$ cat config.mk
export PLATFORM = sky130hd
export DESIGN_NAME = seven_segment_frame_encoder_top
export DESIGN_NICKNAME = d
export VERILOG_FILES = /design/src/hw/rtl/ssfe_pkg.sv /design/src/hw/rtl/ssfe_lane.sv /design/src/hw/rtl/ssfe_merge.sv /design/src/hw/rtl/ssfe_serializer.sv /design/src/hw/rtl/seven_segment_frame_encoder_top.sv
export SDC_FILE = /design/constraint.sdc
export NUM_CORES = 1
export LEC_CHECK = 0
export BUFFER_PORTS_ARGS = -buffer_cell sky130_fd_sc_hd__buf_2
export CAP_MARGIN = 20
export CORE_MARGIN = 2
export CORE_UTILIZATION = 62
export DETAILED_ROUTE_END_ITERATION = 7
export HOLD_SLACK_MARGIN = 0.02
export PLACE_DENSITY = 0.9
export SLEW_MARGIN = 40
export SYNTH_ARGS = -nofsm -noshare
export SYNTH_HDL_FRONTEND = slang
export SYNTH_SLANG_ARGS = --single-unit
$ cat constraint.sdc
create_clock -name clk -period 5.8 [get_ports clk]
set_clock_uncertainty 0.15 [all_clocks]
set_input_delay 0.58 -clock clk [delete_from_list [all_inputs] [get_ports clk]]
set_output_delay 0.58 -clock clk [all_outputs]
set_load 0.03 [all_outputs]
$ cat src/hw/rtl/ssfe_pkg.sv
// types, font tables and helper functions for the seven-segment frame encoder
// no dependencies
`timescale 1ns / 1ps

package ssfe_pkg;

	localparam int NUM_DIGITS = 8;
	localparam int DIG_IDX_W  = $clog2(NUM_DIGITS);

	localparam logic [1:0] CMD_HEX     = 2'd0;
	localparam logic [1:0] CMD_TEXT    = 2'd1;
	localparam logic [1:0] CMD_ALL_ON  = 2'd2;
	localparam logic [1:0] CMD_DIG_MAP = 2'd3;

	localparam logic [3:0] FIRST_DIGIT_REG = 4'h1;
	localparam logic [7:0] SEG_ALL_ON      = 8'hFF;
	localparam logic [7:0] SEG_BLANK       = 8'h00;
	localparam logic [7:0] KEEP_MASK       = 8'h81;

	localparam logic [7:0] HEX_FONT [16] = '{
		8'h7E, 8'h30, 8'h6D, 8'h79, 8'h33, 8'h5B, 8'h5F, 8'h70,
		8'h7F, 8'h7B, 8'h77, 8'h1F, 8'h4E, 8'h3D, 8'h4F, 8'h47
	};

	localparam logic [7:0] LETTER_FONT [26] = '{
		8'h77, 8'h1F, 8'h4E, 8'h3D, 8'h4F, 8'h47, 8'h5E, 8'h37, 8'h30, 8'h3C,
		8'h37, 8'h0E, 8'h54, 8'h15, 8'h7E, 8'h67, 8'h73, 8'h05, 8'h5B, 8'h0F,
		8'h3E, 8'h3E, 8'h3E, 8'h37, 8'h3B, 8'h6D
	};

	// lowercase glyphs b d n r t and stand-ins k m v w x
	localparam logic [25:0] INEXACT_LETTERS = 26'h0EA340A;

	localparam logic [7:0] BANNER [4] = '{8'h67, 8'h7E, 8'h5B, 8'h0F};

	localparam logic [DIG_IDX_W-1:0] POS_TO_DIGIT [NUM_DIGITS] = '{
		3'd4, 3'd5, 3'd6, 3'd7, 3'd0, 3'd1, 3'd2, 3'd3
	};

	typedef struct packed {
		logic [1:0]  command;
		logic [15:0] post_code;
		logic [63:0] text_chars;
		logic [3:0]  text_length;
	} req_t;

	typedef struct packed {
		logic [3:0] digit_register;
		logic [7:0] segment_value;
		logic       approximate;
		logic       status;
		logic       last;
	} res_t;

	// what one lane found for its display position
	typedef struct packed {
		logic [7:0] seg;
		logic       apx;
		logic       miss;
	} lane_t;

	// whole frame in driver digit order
	typedef struct packed {
		logic [NUM_DIGITS-1:0][7:0] seg;
		logic [NUM_DIGITS-1:0]      apx;
		logic                       err;
	} frame_t;

	function automatic lane_t glyph_lookup(input logic [7:0] c);
		lane_t      g;
		logic [7:0] u;
		logic [4:0] li;
		g  = '0;
		u  = c;
		li = '0;
		if (c >= 8'h61 && c <= 8'h7A) begin
			u = c - 8'h20;
		end
		if (c >= 8'h30 && c <= 8'h39) begin
			g.seg = HEX_FONT[c[3:0]];
		end else if (u >= 8'h41 && u <= 8'h5A) begin
			li    = 5'(u - 8'h41);
			g.seg = LETTER_FONT[li];
			g.apx = INEXACT_LETTERS[li];
		end else begin
			case (c)
				8'h20: g.seg = 8'h00;
				8'h24: begin
					g.seg = LETTER_FONT[18];
					g.apx = 1'b1;
				end
				8'h2D: g.seg = 8'h01;
				8'h5F: g.seg = 8'h08;
				8'h3D: g.seg = 8'h09;
				8'h2E: g.seg = 8'h80;
				8'h3F: g.seg = 8'h65;
				8'h2A: g.seg = 8'h63;
				default: g.miss = 1'b1;
			endcase
		end
		return g;
	endfunction

	// a/d, b/e, c/f exchange for an upside-down display
	function automatic logic [7:0] swap_segments(input logic [7:0] s);
		logic [7:0] r;
		r    = s & KEEP_MASK;
		r[3] = s[6];
		r[6] = s[3];
		r[2] = s[5];
		r[5] = s[2];
		r[1] = s[4];
		r[4] = s[1];
		return r;
	endfunction

endpackage

$ cat src/hw/rtl/ssfe_lane.sv
// one display position: picks and looks up its glyph, registered at stage 1
// depends on ssfe_pkg
`timescale 1ns / 1ps

module ssfe_lane import ssfe_pkg::*; #(
	parameter int LANE = 0
) (
	input  logic  clk,
	input  logic  load,
	input  req_t  req,
	output lane_t lane_s1
);

	lane_t      found;
	lane_t      text_glyph;
	logic       active;
	logic [3:0] nib;

	assign text_glyph = glyph_lookup(req.text_chars[8*LANE +: 8]);
	// lengths above eight cover every lane anyway
	assign active = {1'b0, 3'(LANE)} < req.text_length;
	assign nib = req.post_code[4*(3-(LANE%4)) +: 4];

	always_comb begin
		found = '0;
		case (req.command)
			CMD_HEX: begin
				if (LANE < 4) found.seg = BANNER[LANE%4];
				else          found.seg = HEX_FONT[nib];
			end
			CMD_TEXT: begin
				if (active) found = text_glyph;
				else        found.seg = SEG_BLANK;
			end
			CMD_ALL_ON:  found.seg = SEG_ALL_ON;
			CMD_DIG_MAP: found.seg = HEX_FONT[4'(LANE)];
			default:     found = '0;
		endcase
	end

	always_ff @(posedge clk) begin
		if (load) begin
			lane_s1 <= found;
		end
	end

endmodule

$ cat src/hw/rtl/ssfe_merge.sv
// merges the lane results into one frame in driver digit order, with rotation
// depends on ssfe_pkg
`timescale 1ns / 1ps

module ssfe_merge import ssfe_pkg::*; (
	input  logic                        rotate,
	input  lane_t [NUM_DIGITS-1:0]      lanes,
	output frame_t                      frame
);

	logic [DIG_IDX_W-1:0] pos;
	logic [DIG_IDX_W-1:0] dig;

	always_comb begin
		frame = '0;
		pos   = '0;
		dig   = '0;
		for (int i = 0; i < NUM_DIGITS; i++) begin
			pos = rotate ? DIG_IDX_W'(NUM_DIGITS - 1 - i) : DIG_IDX_W'(i);
			dig = POS_TO_DIGIT[pos];
			// all-on frames pass unchanged: the scatter and swap are permutations
			frame.seg[dig] = rotate ? swap_segments(lanes[i].seg) : lanes[i].seg;
			frame.apx[dig] = lanes[i].apx;
			frame.err      = frame.err | lanes[i].miss;
		end
	end

endmodule

$ cat src/hw/rtl/ssfe_serializer.sv
// holds a frame; one digit write a cycle leaves via an output register unless stalled
// depends on ssfe_pkg
`timescale 1ns / 1ps

module ssfe_serializer import ssfe_pkg::*; (
	input  logic   clk,
	input  logic   arst_n,
	input  logic   frame_valid,
	output logic   frame_ready,
	input  frame_t frame,
	output logic   res_valid,
	input  logic   res_ready,
	output res_t   res
);

	logic [NUM_DIGITS-1:0][7:0] seg_q;
	logic [NUM_DIGITS-1:0]      apx_q;
	logic                       err_q;
	logic                       busy_q;
	logic [DIG_IDX_W-1:0]       idx_q;
	logic                       out_valid_q;
	res_t                       out_q;
	logic                       out_free;
	logic                       emit;
	logic                       emit_last;
	logic                       load;

	assign out_free    = !out_valid_q || res_ready;
	assign emit        = busy_q && out_free;
	assign emit_last   = err_q || (idx_q == DIG_IDX_W'(NUM_DIGITS - 1));
	assign frame_ready = !busy_q || (emit && emit_last);
	assign load        = frame_valid && frame_ready;

	always_ff @(posedge clk or negedge arst_n) begin
		if (!arst_n) begin
			busy_q      <= 1'b0;
			idx_q       <= '0;
			out_valid_q <= 1'b0;
		end else begin
			if (emit)          out_valid_q <= 1'b1;
			else if (res_ready) out_valid_q <= 1'b0;
			if (load) begin
				busy_q <= 1'b1;
				idx_q  <= '0;
			end else if (emit) begin
				if (emit_last) busy_q <= 1'b0;
				idx_q <= idx_q + 1'b1;
			end
		end
	end

	always_ff @(posedge clk) begin
		if (load) begin
			seg_q <= frame.seg;
			apx_q <= frame.apx;
			err_q <= frame.err;
		end
		if (emit) begin
			if (err_q) begin
				// unrenderable text: one error write only
				out_q.digit_register <= '0;
				out_q.segment_value  <= '0;
				out_q.approximate    <= 1'b0;
				out_q.status         <= 1'b1;
				out_q.last           <= 1'b1;
			end else begin
				out_q.digit_register <= 4'(idx_q) + FIRST_DIGIT_REG;
				out_q.segment_value  <= seg_q[idx_q];
				out_q.approximate    <= apx_q[idx_q];
				out_q.status         <= 1'b0;
				out_q.last           <= emit_last;
			end
		end
	end

	assign res_valid = out_valid_q;
	assign res       = out_q;

endmodule

$ cat src/hw/rtl/seven_segment_frame_encoder_top.sv
// Seven-segment frame encoder: each request becomes eight digit-register writes,
// delivered one per cycle unless the receiver stalls, in register order 1 to 8,
// or a single error write when a text character has no glyph. Eight lanes look
// up all positions of a request in parallel; the frame then drains through the
// output register. The next request is taken and looked up while the previous
// frame is still going out. From acceptance a request passes the lane registers,
// the serializer frame registers and the output register before its first write.
// rotate_q resets to 1 and is written through cfg.
// depends on ssfe_pkg, ssfe_lane, ssfe_merge, ssfe_serializer
`timescale 1ns / 1ps

module seven_segment_frame_encoder_top import ssfe_pkg::*; (
	input  logic clk,
	input  logic arst_n,
	input  logic req_valid,
	output logic req_ready,
	input  req_t req,
	output logic res_valid,
	input  logic res_ready,
	output res_t res,
	input  logic cfg_valid,
	output logic cfg_ready,
	input  logic cfg_data
);

	logic                   rotate_q;
	logic                   valid_s1;
	logic                   req_take;
	logic                   frame_ready;
	lane_t [NUM_DIGITS-1:0] lanes_s1;
	frame_t                 frame;

	assign cfg_ready = 1'b1;
	assign req_take  = req_valid && req_ready;
	assign req_ready = !valid_s1 || frame_ready;

	always_ff @(posedge clk or negedge arst_n) begin
		if (!arst_n) begin
			rotate_q <= 1'b1;
			valid_s1 <= 1'b0;
		end else begin
			if (cfg_valid && cfg_ready) rotate_q <= cfg_data;
			if (req_take)         valid_s1 <= 1'b1;
			else if (frame_ready) valid_s1 <= 1'b0;
		end
	end

	for (genvar g = 0; g < NUM_DIGITS; g++) begin : g_lane
		ssfe_lane #(
			.LANE(g)
		) u_lane (
			.clk     (clk),
			.load    (req_take),
			.req     (req),
			.lane_s1 (lanes_s1[g])
		);
	end

	ssfe_merge u_merge (
		.rotate (rotate_q),
		.lanes  (lanes_s1),
		.frame  (frame)
	);

	ssfe_serializer u_ser (
		.clk         (clk),
		.arst_n      (arst_n),
		.frame_valid (valid_s1),
		.frame_ready (frame_ready),
		.frame       (frame),
		.res_valid   (res_valid),
		.res_ready   (res_ready),
		.res         (res)
	);

endmodule

Yosys cells after proc, flatten, opt, wreduce, memory -nomap -nowiden
Memories as Yosys holds them, arrays and structs flattened.
Cells that the tools add are included.

cells by class
  $add $sub $neg = 18
  $lt $le $gt $ge = 109
  eq/ne operators = 68
  mux-type cells = 204
  bitwise operators = 46
  reduce and logical (&&, ||, !) cells = 73

operator list
  kind                 number
  $mux 8               73
  $bwmux 64            7
  $eq 8x6->1 const B   56
  $pmux 8 s7           8
  $pmux 8 s4           8
  $demux 8 s3          8
  $ge 8x7->1 const B   16
  $le 8x7->1 const B   16
  $mux 3               26
  $mux 9               8
  $and 64x64->64       1
  $eq 8x7->1 const B   8
  $ge 8x6->1 const B   8
  $le 8x6->1 const B   8
  $reduce_or 8->1      8
  $sub 8x6->8 const B  8
  $ge 5x5->1 const B   12
  $not 4->5            12
  $bwmux 8             7
  $mux 7               8
  $ge 6x6->1 const B   8
  $lt 5x6->1 const B   8
  $not 5->6            8
  $mux 1               40
  28 further kinds     148

word-level totals
  register bits = 175
  ROM bits = 4032
  input bits = 92
  output and inout port bits = 18
  word-level logic and storage cells = 598
  memories kept = 36

memory list
  memory            depth  bits a word  read ports  clocked after Yosys merged registers in  wr ports  line            text
  (name not given)  32     8            1           0                                        0         ssfe_pkg.sv:83  g.seg = LETTER_FONT[li];
  (name not given)  32     8            1           0                                        0         ssfe_pkg.sv:83
  (name not given)  32     8            1           0                                        0         ssfe_pkg.sv:83
  (name not given)  32     8            1           0                                        0         ssfe_pkg.sv:83
  (name not given)  32     8            1           0                                        0         ssfe_pkg.sv:83
  (name not given)  32     8            1           0                                        0         ssfe_pkg.sv:83
  +30 memories      n/a    n/a          n/a         n/a                                      n/a       n/a

Logic depth before layout (Yosys ltp)
  depth in word-level cells = 17
  depth in mapped cells = 13
  mapped depth without buffers = 10

Modules after synthesis
Synthesis repeated with hierarchy kept, for this count alone.

unflattened totals
  cells, all modules = 2004
  area, all modules = 18390.1 sq um

modules (own cells, without submodules)
  module                           times used  cells an instance  area each (sq um)  sequential area each (sq um)
  ssfe_serializer                  1           181                3528.4             2767.7
  ssfe_lane (g_lane[5].u_lane)     1           239                1943.1             300.3
  ssfe_lane (g_lane[6].u_lane)     1           234                1791.7             300.3
  ssfe_lane (g_lane[7].u_lane)     1           235                1767.9             300.3
  ssfe_lane (g_lane[4].u_lane)     1           231                1747.9             300.3
  ssfe_lane (g_lane[1].u_lane)     1           205                1631.6             300.3
  ssfe_lane (g_lane[3].u_lane)     1           215                1626.6             300.3
  ssfe_lane (g_lane[2].u_lane)     1           185                1551.5             300.3
  ssfe_lane (g_lane[0].u_lane)     1           188                1456.4             300.3
  ssfe_merge                       1           83                 1241.2             0.0
  seven_segment_frame_encoder_top  1           8                  103.8              51.3

Worst setup path before layout
OpenSTA, ideal clock, no wires.

  path kind = reg2reg
  start point = register u_ser.idx_q[0]
  end point = register g_lane[0].u_lane.lane_s1[0] (netlist name), enable pin
  setup time = 0.447 ns
  arrival time = 3.041 ns
  required time = 5.203 ns
  setup slack = 2.162 ns
  cell stages (with the launch flop) = 8
  buffers on the path = 0
  period minus slack after synthesis = 3.638 ns
  path through = dfrtp_1 ha_1 ha_1 nor2_1 inv_1 nand2_1 nand3_1 and2_1

on the way
  word-level cells in the longest chain between the ends = 6

RTL lines
  what                       line                                   text
  from (decl)                ssfe_serializer.sv:20                  logic [DIG_IDX_W-1:0] idx_q;
  from (signal assigned)     ssfe_serializer.sv:47                  idx_q <= idx_q + 1'b1;
  $eq 3x3->1                 ssfe_serializer.sv:30                  assign emit_last = err_q || (idx_q == DIG_IDX_W'(NUM_DIGITS - 1));
  $logic_or 1x1->1           ssfe_serializer.sv:30
  $logic_and 1x1->1          ssfe_serializer.sv:31                  assign frame_ready = !busy_q || (emit && emit_last);
  $logic_or 1x1->1           ssfe_serializer.sv:31
  $logic_or 1x1->1           seven_segment_frame_encoder_top.sv:35  assign req_ready = !valid_s1 || frame_ready;
  net req_ready              seven_segment_frame_encoder_top.sv:16  output logic req_ready,
  $logic_and 1x1->1          seven_segment_frame_encoder_top.sv:34  assign req_take = req_valid && req_ready;
  net g_lane[0].u_lane.load  ssfe_lane.sv:9                         input logic load,
  to (signal assigned)       ssfe_lane.sv:43                        lane_s1 <= found;
  to (decl)                  ssfe_lane.sv:11                        output lane_t lane_s1

The timed path passes the listed nets, and every way through them passes these cells.
A chain may end at the register's enable or synchronous reset.

==> results_dict.tcl <==
set metrics [dict create \
    synth_most_common_cell "edfxtp_1" \
    syn_avg_cell_area_sq_um 8.74 \
    clock.fmax_ghz 0.285 \
    ys_ff_latch 175 \
    dpl.hpwl_microns 33800 \
    min_period_ns 3.50 \
    synthTopCellsByCount "edfxtp_1, nand2_1, nor2_1" \
    synth_top_area_cell "edfxtp_1" \
    synth_seq_area_share_pct 30.4 \
    cp_slowest_stage_delay_ns 0.66 \
    place_congestion 0.962 \
    rsz0062_at_grt "false" \
    grt_overflow 0 \
    core_sq_mm 0.0271 \
    antenna_found_initial 2 \
    start_util_pct 63.3 \
    fill_cells 2072 \
    arrival_ns 3.52 \
    num_rows 60 \
    synthToLayoutAreaGrowth_pct 6.39 \
    die_h_microns 170 \
    layout.nets 2162 \
    numCtsBuffers 17 \
    grt_pass1_vias 14400 \
    ys_warn_count 0 \
    synth-edff-count 168 \
    finalHoldViolations 0 \
    synth_top_area_share_pct 29.4 \
    grt_max_degree 74 \
    critPathCaptureType "register" \
    root_buffer "clkbuf_16" \
    drc 1 \
    insertion_delay_ns 0.44 \
    wire_per_inst_microns 20.8 \
    final_util_pct 67.4 \
    portBuffers 108 \
    drive_gt1_share_pct 15.7 \
    drtIter0Drc 3130 \
    finalSetupTns_ns 0 \
    outcome "complete, but fails checks" \
    cts_tree "done" \
    first_pass_iters 8 \
    p_per_area_mw_per_mm2 215 \
    violations "design-rule violations" \
    clkSinkCount 175 \
    via_per_inst 6.97 \
    syn_area_sq_mm 0.0172 \
    maxCapViolCount 0 \
    worst_pin_slew_ns 0.807 \
    dieWidth_microns 170 \
    netlist_instances 1964 \
    grt.total_usage_pct 33.1 \
    synthFlopType "edfxtp_1" \
    path_clk_slew_ns 0.07 \
    crit_chain "buf_2 > inv_1 > ha_1 > inv_1 > ha_1 > nor3b_1 > a21oi_1 > o311a_1 > o311ai_1 > a21oi_1" \
    cp-start-kind "input pin" \
    ios 110 \
    die_area_sq_mm 0.0290 \
    totalWireLength_microns 48500 \
    async_flop_share_pct 4.00 \
    h-tree-depth 4 \
    p_leak_uw 0.00672 \
    ant_nets 0 \
    syn_nets 2177 \
    max_slew_margin_pct 45.7 \
    via_count 16300 \
    path_max_fanout 18 \
    crit_type "input pin to register" \
    synth_cell_type_count 99 \
    peakVddDrop_mv 0.199 \
    fin_crit_sh_pct 60.4 \
    hold_path.class "input pin to register" \
    drv_slew 0 \
    grt_pass1_wl_microns 76800 \
    worstPathRequired_ns 5.82 \
    yosys-top-cells-area "edfxtp_1, ha_1, mux2_2, a21oi_1, nand2_1" \
    cts_buffer_depth 2 \
    critPathSlowestCell "ha_1" \
    setup_violations 0 \
    postCtsSetupRepairBufs 0 \
]
sequential cells by signal (all words and copies together), names as in the netlist:
register	count
valid_s1	1
u_ser.err_q	1
u_ser.apx_q	8
u_ser.seg_q	64
u_ser.idx_q	3
g_lane.u_lane.lane_s1	80
u_ser.res	15
rotate_q	1
u_ser.res_valid	1
u_ser.busy_q	1
area by class of cell:
| type | count | area [sq um] | share of cell area (%) |
|---|---|---|---|
| inverters | 95 | 357 | 1.95 |
| multi-input cells | 1542 | 11000 | 60.3 |
| clock inverters | 13 | 139 | 0.761 |
| repair buffers | 118 | 632 | 3.46 |
| clock buffers | 19 | 433 | 2.37 |
| flip-flops and latches | 175 | 5220 | 28.6 |
| well taps | 372 | 465 | 2.55 |
| diodes | 1 | 2.50 | 0.0137 |
worst max-delay path: cells and delay by family:
| kind | cells | cell delay, ns |
|---|---|---|
| AOI/OAI and AO/OA | 4 | 0.80 |
| adders and majority gates | 2 | 1.22 |
| and+or+nand+nor | 1 | 0.31 |
| buffers and inverters | 3 | 0.61 |
per-stage QoR:
step / hold WS (ns) / cell area, sq um / cells / setup slack, ns / total power [uW]
5_1_grt: 0.212 / 18300 / 2335 / 2.13 / 4070
3_3_place_gp: 0.268 / 17600 / 2299 / 2.03 / 2710
2_1_floorplan: 0.134 / 17200 / 1964 / 2.16 / 2460
6_report: 0.218 / 18300 / 2335 / 2.30 / 3920
4_1_cts: 0.203 / 18200 / 2333 / 2.34 / 3890
3_5_place_dp: 0.273 / 17600 / 2300 / 1.96 / 2770
power breakdown:
part / total, uW / switching, uW / internal [uW]
clock: 1130 / 494 / 635
combinational: 1160 / 708 / 453
sequential: 1630 / 86.0 / 1540
total: 3920 / 1290 / 2630
cells by family after synthesis:
kind of cell | count (synthesis) | synth area share (%)
flops | 175 | 30.4
other cells | 1 | 0.0219
simple gates | 613 | 18.1
buf+inv | 247 | 5.77
xor+xnor | 37 | 2.09
mux | 147 | 11.0
fa+ha+maj | 121 | 8.82
compound gates | 623 | 23.8
metal layers:
layer,routed length [microns],share of wire [%],track usage [%]
met1,19300,40,45.3
met2,22700,47,53.5
met3,5000,10,5.91
met4,1600,3.3,10.5
met5,0,0,0
placed cells by master, fill, tap and decap left out, drive strengths merged, types with 33 or more instances in the layout:
master    n
o21ai   145
nor2    160
nor3     60
buf     117
inv      98
edfxtp  168
nand2   162
mux2i    35
ha      121
nand2b   36
nand3    44
mux2     88
o211ai   33
a21oi   157
what timing repair did:
action / 4_1_cts / 5_1_grt
endpoints found under the hold margin: 7 / 0
resized for setup: 0 / 0
hold buffers: 1 / 0
path summary, 6_finish.rpt:
path                                start                           to  slack, ns  cells past startpoint
hold / removal                   cfg_data                     rotate_q       0.22                      2
setup reg to reg           u_ser.idx_q[1]              u_ser.seg_q[23]       2.61                      8
min in group asynchronous          arst_n               u_ser.idx_q[2]       0.37                      2
max in group asynchronous          arst_n                     rotate_q       4.90                      2
setup / recovery                  req[36]  g_lane[4].u_lane.lane_s1[4]       2.30                     10
hold reg to reg                  valid_s1                 u_ser.busy_q       0.36                      1
No activity file was read; power rests on OpenSTA's default activity.
